--- src/design/text_console_writer_assert.svh ---
// assertion macros shared by the console writer modules
// each use expects clk in scope; TCW_ASSERT also expects rst_n
`ifndef TEXT_CONSOLE_WRITER_ASSERT_SVH
`define TEXT_CONSOLE_WRITER_ASSERT_SVH

`ifndef NO_ASSERTIONS

// checked outside reset only
`define TCW_ASSERT(lbl, prop, msg) \
  lbl: assert property (@(posedge clk) disable iff (!rst_n) prop) \
    else $error(msg);

// checked at every edge, reset included
`define TCW_ASSERT_RST(lbl, prop, msg) \
  lbl: assert property (@(posedge clk) prop) \
    else $error(msg);

`else

`define TCW_ASSERT(lbl, prop, msg)
`define TCW_ASSERT_RST(lbl, prop, msg)

`endif

`endif

--- src/design/tcw_pkg.sv ---
package tcw_pkg;

  // screen geometry
  localparam int COLUMNS = 80;
  localparam int ROWS    = 24;
  localparam int CELLS   = COLUMNS * ROWS;

  // field widths
  localparam int CHAR_W  = 8;
  localparam int COLOR_W = 8;
  localparam int ADDR_W  = 11;
  localparam int CELL_W  = COLOR_W + CHAR_W;

  // internal widths
  localparam int RAM_AW = $clog2(CELLS);
  localparam int ROW_W  = $clog2(ROWS);
  localparam int COL_W  = (COLUMNS > 1) ? $clog2(COLUMNS) : 1;

  // codes
  localparam logic              CMD_PUT      = 1'b0;
  localparam logic              CMD_READ     = 1'b1;
  localparam logic [CHAR_W-1:0] NEWLINE_CODE = 8'd10;
  localparam logic [CHAR_W-1:0] SPACE_CODE   = 8'h20;
  localparam logic [CELL_W-1:0] BLANK_CELL   = 16'h0720;
  localparam logic [COLOR_W-1:0] COLOR_RESET = 8'd7;

  typedef enum logic [1:0] {
    ST_CLEAR,
    ST_IDLE,
    ST_SCROLL,
    ST_DONE
  } tcw_state_t;

  // controller to datapath
  typedef struct packed {
    logic sweep_clear;
    logic accept;
    logic scroll_clear;
    logic load_out;
  } tcw_cmd_t;

  // datapath to controller
  typedef struct packed {
    logic scroll_need;
    logic cnt_row_last;
    logic cnt_all_last;
  } tcw_stat_t;

  // linear screen position to ring buffer address
  function automatic logic [RAM_AW-1:0] phys_addr(input logic [RAM_AW-1:0] lin,
                                                  input logic [RAM_AW-1:0] base);
    logic [RAM_AW:0] sum;
    sum = {1'b0, lin} + {1'b0, base};
    if (sum >= (RAM_AW+1)'(CELLS)) begin
      sum = sum - (RAM_AW+1)'(CELLS);
    end
    return sum[RAM_AW-1:0];
  endfunction

endpackage

--- src/design/tcw_ctrl.sv ---
`include "text_console_writer_assert.svh"

module tcw_ctrl (
  input  logic               clk,
  input  logic               rst_n,
  input  logic               in_valid,
  output logic               in_ready,
  output logic               out_valid,
  input  logic               out_ready,
  output tcw_pkg::tcw_cmd_t  cmd_o,
  input  tcw_pkg::tcw_stat_t stat_i
);

  import tcw_pkg::*;

  tcw_state_t state_r, state_nxt;
  logic       out_valid_r, out_valid_nxt;
  logic       slot_free;

  assign slot_free = !out_valid_r || out_ready;

  // next state
  always_comb begin
    state_nxt = state_r;
    unique case (state_r)
      ST_CLEAR: begin
        if (stat_i.cnt_all_last) state_nxt = ST_IDLE;
      end
      ST_IDLE: begin
        if (in_valid) state_nxt = stat_i.scroll_need ? ST_SCROLL : ST_DONE;
      end
      ST_SCROLL: begin
        if (stat_i.cnt_row_last) state_nxt = ST_DONE;
      end
      ST_DONE: begin
        if (slot_free) state_nxt = ST_IDLE;
      end
    endcase
  end

  // outputs
  always_comb begin
    cmd_o    = '0;
    in_ready = 1'b0;
    unique case (state_r)
      ST_CLEAR: begin
        cmd_o.sweep_clear = 1'b1;
      end
      ST_IDLE: begin
        in_ready     = 1'b1;
        cmd_o.accept = in_valid;
      end
      ST_SCROLL: begin
        cmd_o.scroll_clear = 1'b1;
      end
      ST_DONE: begin
        cmd_o.load_out = slot_free;
      end
    endcase
  end

  // result valid flag
  always_comb begin
    if (cmd_o.load_out) begin
      out_valid_nxt = 1'b1;
    end else begin
      out_valid_nxt = out_valid_r && !out_ready;
    end
  end

  always_ff @(posedge clk) begin
    if (!rst_n) begin
      state_r     <= ST_CLEAR;
      out_valid_r <= 1'b0;
    end else begin
      state_r     <= state_nxt;
      out_valid_r <= out_valid_nxt;
    end
  end

  assign out_valid = out_valid_r;

  `TCW_ASSERT_RST(a_reset_clears, !rst_n |=> state_r == ST_CLEAR, "reset did not start clearing")
  `TCW_ASSERT(a_no_result_in_clear, state_r == ST_CLEAR |-> !out_valid_r, "result during clear")
  `TCW_ASSERT(a_scroll_entry, cmd_o.accept && stat_i.scroll_need |=> state_r == ST_SCROLL,
              "scroll not started")
  `TCW_ASSERT(a_scroll_exit, state_r == ST_SCROLL && stat_i.cnt_row_last |=> state_r == ST_DONE,
              "scroll did not finish")

endmodule

--- config.mk ---
export PLATFORM = sky130hd
export DESIGN_NAME = tcw_ctrl
export DESIGN_NICKNAME = d
export VERILOG_FILES = /design/src/design/tcw_pkg.sv /design/src/design/tcw_ctrl.sv
export VERILOG_INCLUDE_DIRS = /design/src /design/src/design
export SDC_FILE = /design/constraint.sdc
export NUM_CORES = 1
export LEC_CHECK = 0
export BUFFER_PORTS_ARGS = -buffer_cell sky130_fd_sc_hd__buf_4
export CORE_AREA = 2 2 39 41
export DETAILED_ROUTE_END_ITERATION = 10
export DIE_AREA = 0 0 41 43
export GPL_TIMING_DRIVEN = 1
export HOLD_SLACK_MARGIN = 0.12
export MAX_ROUTING_LAYER = met4
export PLACE_DENSITY = 0.52
export SYNTH_ARGS = -nofsm -noshare
export SYNTH_HDL_FRONTEND = slang
export SYNTH_SLANG_ARGS = --single-unit
--- constraint.sdc ---
create_clock -name clk -period 1.55 [get_ports clk]
set_input_delay 0.2325 -clock clk [delete_from_list [all_inputs] [get_ports clk]]
set_output_delay 0.2325 -clock clk [all_outputs]
set_load 0.02 [all_outputs]
==> impl_metrics.sql <==
INSERT INTO impl_metrics (metric_group, metric, value, unit) VALUES
('clock_network', 'cts_tree', 'yes', ''),
('flow_run', 'drv_cap', '0', ''),
('power_and_ir_drop', 'pwr_density', '1872', 'mW/mm^2'),
('synthesis', 'post_synth_most_frequent_cells', 'sky130_fd_sc_hd__ha_1, sky130_fd_sc_hd__dfxtp_1, sky130_fd_sc_hd__nor2b_1', ''),
('sta', 'final_setup_violation_count', '0', ''),
('synthesis', 'ys_seq_elements', '3', ''),
('routing', 'dr.first_iter.drc_count', '1', ''),
('floorplan', 'design.portCount', '13', ''),
('sta', 'fin_tns_setup', '0', 'ns'),
('power_and_ir_drop', 'swShare', '0.3910', ''),
('critical_path', 'worstSetupEndpointType', 'flop', ''),
('synthesis', 'syn-instance-count', '26', ''),
('critical_path', 'critical_path_required', '1.66', 'ns'),
('critical_path', 'arrival', '1.61', 'ns'),
('synthesis', 'yosysUniqueCellTypes', '17', ''),
('synthesis', 'synth_edf_count', '0', ''),
('final_layout', 'fillerInstances', '143', ''),
('power_and_ir_drop', 'leakagePower', '0.0002240', 'uW'),
('clock_network', 'post_cts_buffers', '0', ''),
('outcome', 'status', 'completed', ''),
('routing', 'wl_per_cell', '8.762', 'microns'),
('final_layout', 'area_growth', '92.35', '%'),
('critical_path', 'crit_fanout', '3', ''),
('global_route', 'grt_util_all_layers', '0.07598', ''),
('synthesis', 'net_count_synth', '37', ''),
('synthesis', 'synth_top_flop_cell', 'sky130_fd_sc_hd__dfxtp_1', ''),
('synthesis', 'synth_seq_area_share', '0.2449', ''),
('synthesis', 'postSynth.asyncResetShare', '0', ''),
('floorplan', 'die_w', '41', 'microns'),
('floorplan', 'dieArea', '0.001763', 'sq mm'),
('sta', 'hold_viol_final', '0', ''),
('clock_network', 'clockBufferDepth', '2', ''),
('final_layout', 'multi_input_area', '222.7', 'sq um'),
('power_and_ir_drop', 'power.net_switching', '345.3', 'uW'),
('global_route', 'grt.overflow.total', '0', ''),
('sta', 'maxSlewViolCount', '0', ''),
('critical_path', 'reg2reg_setup_slack', '0.05', 'ns'),
('critical_path', 'critical_path.startpoint_type', 'flop', ''),
('floorplan', 'start_util', '0.1772', ''),
('final_layout', 'sequential_cell_area', '65.06', 'sq um'),
('routing', 'drt_first_pass_iters', '2', ''),
('synthesis', 'ys_top_cells_by_area', 'sky130_fd_sc_hd__dfxtp_1, sky130_fd_sc_hd__ha_1, sky130_fd_sc_hd__nor2b_1, sky130_fd_sc_hd__nor2b_4, sky130_fd_sc_hd__mux2i_1', ''),
('sta', 'final.setup_skew', '0.001194', 'ns'),
('synthesis', 'synth_largest_type_area_fraction', '0.2449', ''),
('global_route', 'grt_pass1_wl', '834', 'microns'),
('synthesis', 'post_synth.cell_area_avg', '9.432', 'sq um'),
('clock_network', 'htreeDepth', '1', ''),
('final_layout', 'drive_above_1_share', '0.6383', ''),
('placed_design', 'routabilityCongestion', '0.6333', ''),
('synthesis', 'synthMostInstantiatedCell', 'sky130_fd_sc_hd__ha_1', ''),
('synthesis', 'ys.warnings.count', '0', ''),
('routing', 'totalWireLength', '552', 'microns'),
('power_and_ir_drop', 'p_seq_frac', '0.181', ''),
('final_layout', 'layoutNonFillerInstCount', '63', ''),
('global_route', 'grt_start_max_net_pins', '5', ''),
('min_path', 'hold_class', 'in2reg', ''),
('sta', 'worst-slew-pin-transition', '0.3480', 'ns'),
('routing', 'drc_errors', '0', ''),
('floorplan', 'fp.coreArea', '0.001384', 'sq mm'),
('power_and_ir_drop', 'power', '883.1', 'uW'),
('power_and_ir_drop', 'intPower', '537.8', 'uW'),
('sta', 'timing.max_slew.rel_slack', '0.7658', ''),
('power_and_ir_drop', 'power.combinational.fraction', '0.669', ''),
('placed_design', 'dp_cell_count', '59', ''),
('sta', 'final.period_utilization', '0.9658', ''),
('clock_network', 'clock_sink_count', '3', ''),
('power_and_ir_drop', 'vdd_drop_max', '0.6461', 'mV'),
('routing', 'detail-route-antenna-nets', '0', ''),
('clock_network', 'cts_buffers', '3', ''),
('floorplan', 'num_rows', '14', ''),
('final_layout', 'antennaDiodeCount', '0', '');
layout make-up:
| cell class | count | area share |
|---|---|---|
| inverters | 2 | 0.02122 |
| well taps | 16 | 0.04244 |
| clock buffers | 4 | 0.05570 |
| repair buffers | 17 | 0.2706 |
| flip-flops and latches | 3 | 0.1379 |
| multi-input cells | 21 | 0.4721 |
worst max-delay path, cell delays in order (launching register included):
cell	delay [ns]
sky130_fd_sc_hd__dfxtp_4	0.37
sky130_fd_sc_hd__inv_4	0.06
sky130_fd_sc_hd__ha_4	0.15
sky130_fd_sc_hd__nor2b_1	0.15
sky130_fd_sc_hd__or3_1	0.37
sky130_fd_sc_hd__o311a_1	0.29
routing by layer:
metal  vias to the layer above  global-route usage  wire, microns
li1                        134                   -              -
met1                       113             0.09585            261
met2                        13             0.09063            237
met3                         0             0.04712             53
met4                         0             0.04000              0
met5                         -                   -              0
state kept, by name, summed over array words and instances (netlist names):
register and count:
out_valid 1, state_r 2
cell families after synthesis:
kind of cell	after synthesis	share of synthesized area
compound gates	3	0.1072
fa+ha+maj	4	0.2041
buf+inv	2	0.03062
flops	3	0.2449
mux	1	0.04082
simple gates	13	0.3725
metrics by stage:
step / setup WS (ns) / utilization / cell area (sq um) / hold slack, ns
detailed placement: 0.003501 / 0.3165 / 437.9 / 0.4826
floorplan: 0.003499 / - / 290.3 / 0.3501
CTS: 0.06108 / 0.3354 / 464.2 / 0.2393
global placement: 0.01248 / 0.3165 / 437.9 / 0.4812
finish: 0.05309 / 0.3409 / 471.7 / 0.2423
global route: -0.03736 / 0.3409 / 471.7 / 0.2529
worst paths after layout:
| check | startpoint | to | cells past startpoint |
|---|---|---|---|
| max | state_r[0] | state_r[0] | 5 |
| min | rst_n | out_valid | 2 |
| max reg2reg | state_r[0] | state_r[0] | 5 |
| min reg2reg | state_r[1] | state_r[1] | 3 |
repair_timing:
item | CTS | global route
resized for setup | 1 | 1
endpoints found under the setup margin | 1 | 1
pin swaps | 1 | 0
placed cells by master (no fill, tap or decap):
cell	instances
sky130_fd_sc_hd__nor2b_1	3
sky130_fd_sc_hd__and3b_1	1
sky130_fd_sc_hd__or2b_2	1
sky130_fd_sc_hd__clkbuf_1	1
sky130_fd_sc_hd__ha_1	1
sky130_fd_sc_hd__and2_1	1
sky130_fd_sc_hd__clkbuf_4	3
sky130_fd_sc_hd__nor4_1	1
sky130_fd_sc_hd__dfxtp_2	1
sky130_fd_sc_hd__and2b_1	1
sky130_fd_sc_hd__or3_1	1
sky130_fd_sc_hd__o311a_1	1
sky130_fd_sc_hd__inv_4	1
sky130_fd_sc_hd__o21a_1	1
sky130_fd_sc_hd__dfxtp_1	1
sky130_fd_sc_hd__inv_2	1
sky130_fd_sc_hd__o41ai_2	1
sky130_fd_sc_hd__nand3b_1	1
sky130_fd_sc_hd__mux2i_1	1
sky130_fd_sc_hd__dfxtp_4	1
sky130_fd_sc_hd__ha_4	3
sky130_fd_sc_hd__nor2b_4	1
sky130_fd_sc_hd__nand2_1	2
sky130_fd_sc_hd__buf_4	17
power by group through the flow:
stage | combinational, uW | clock, uW | sequential (uW)
5_1_grt | 654 | 148 | 164
6_report | 590 | 133 | 160
4_1_cts | 582 | 141 | 161
2_1_floorplan | 387 | 0 | 160
3_3_place_gp | 579 | 0 | 159
3_5_place_dp | 578 | 0 | 159
(Power assumes the default switching activity.)
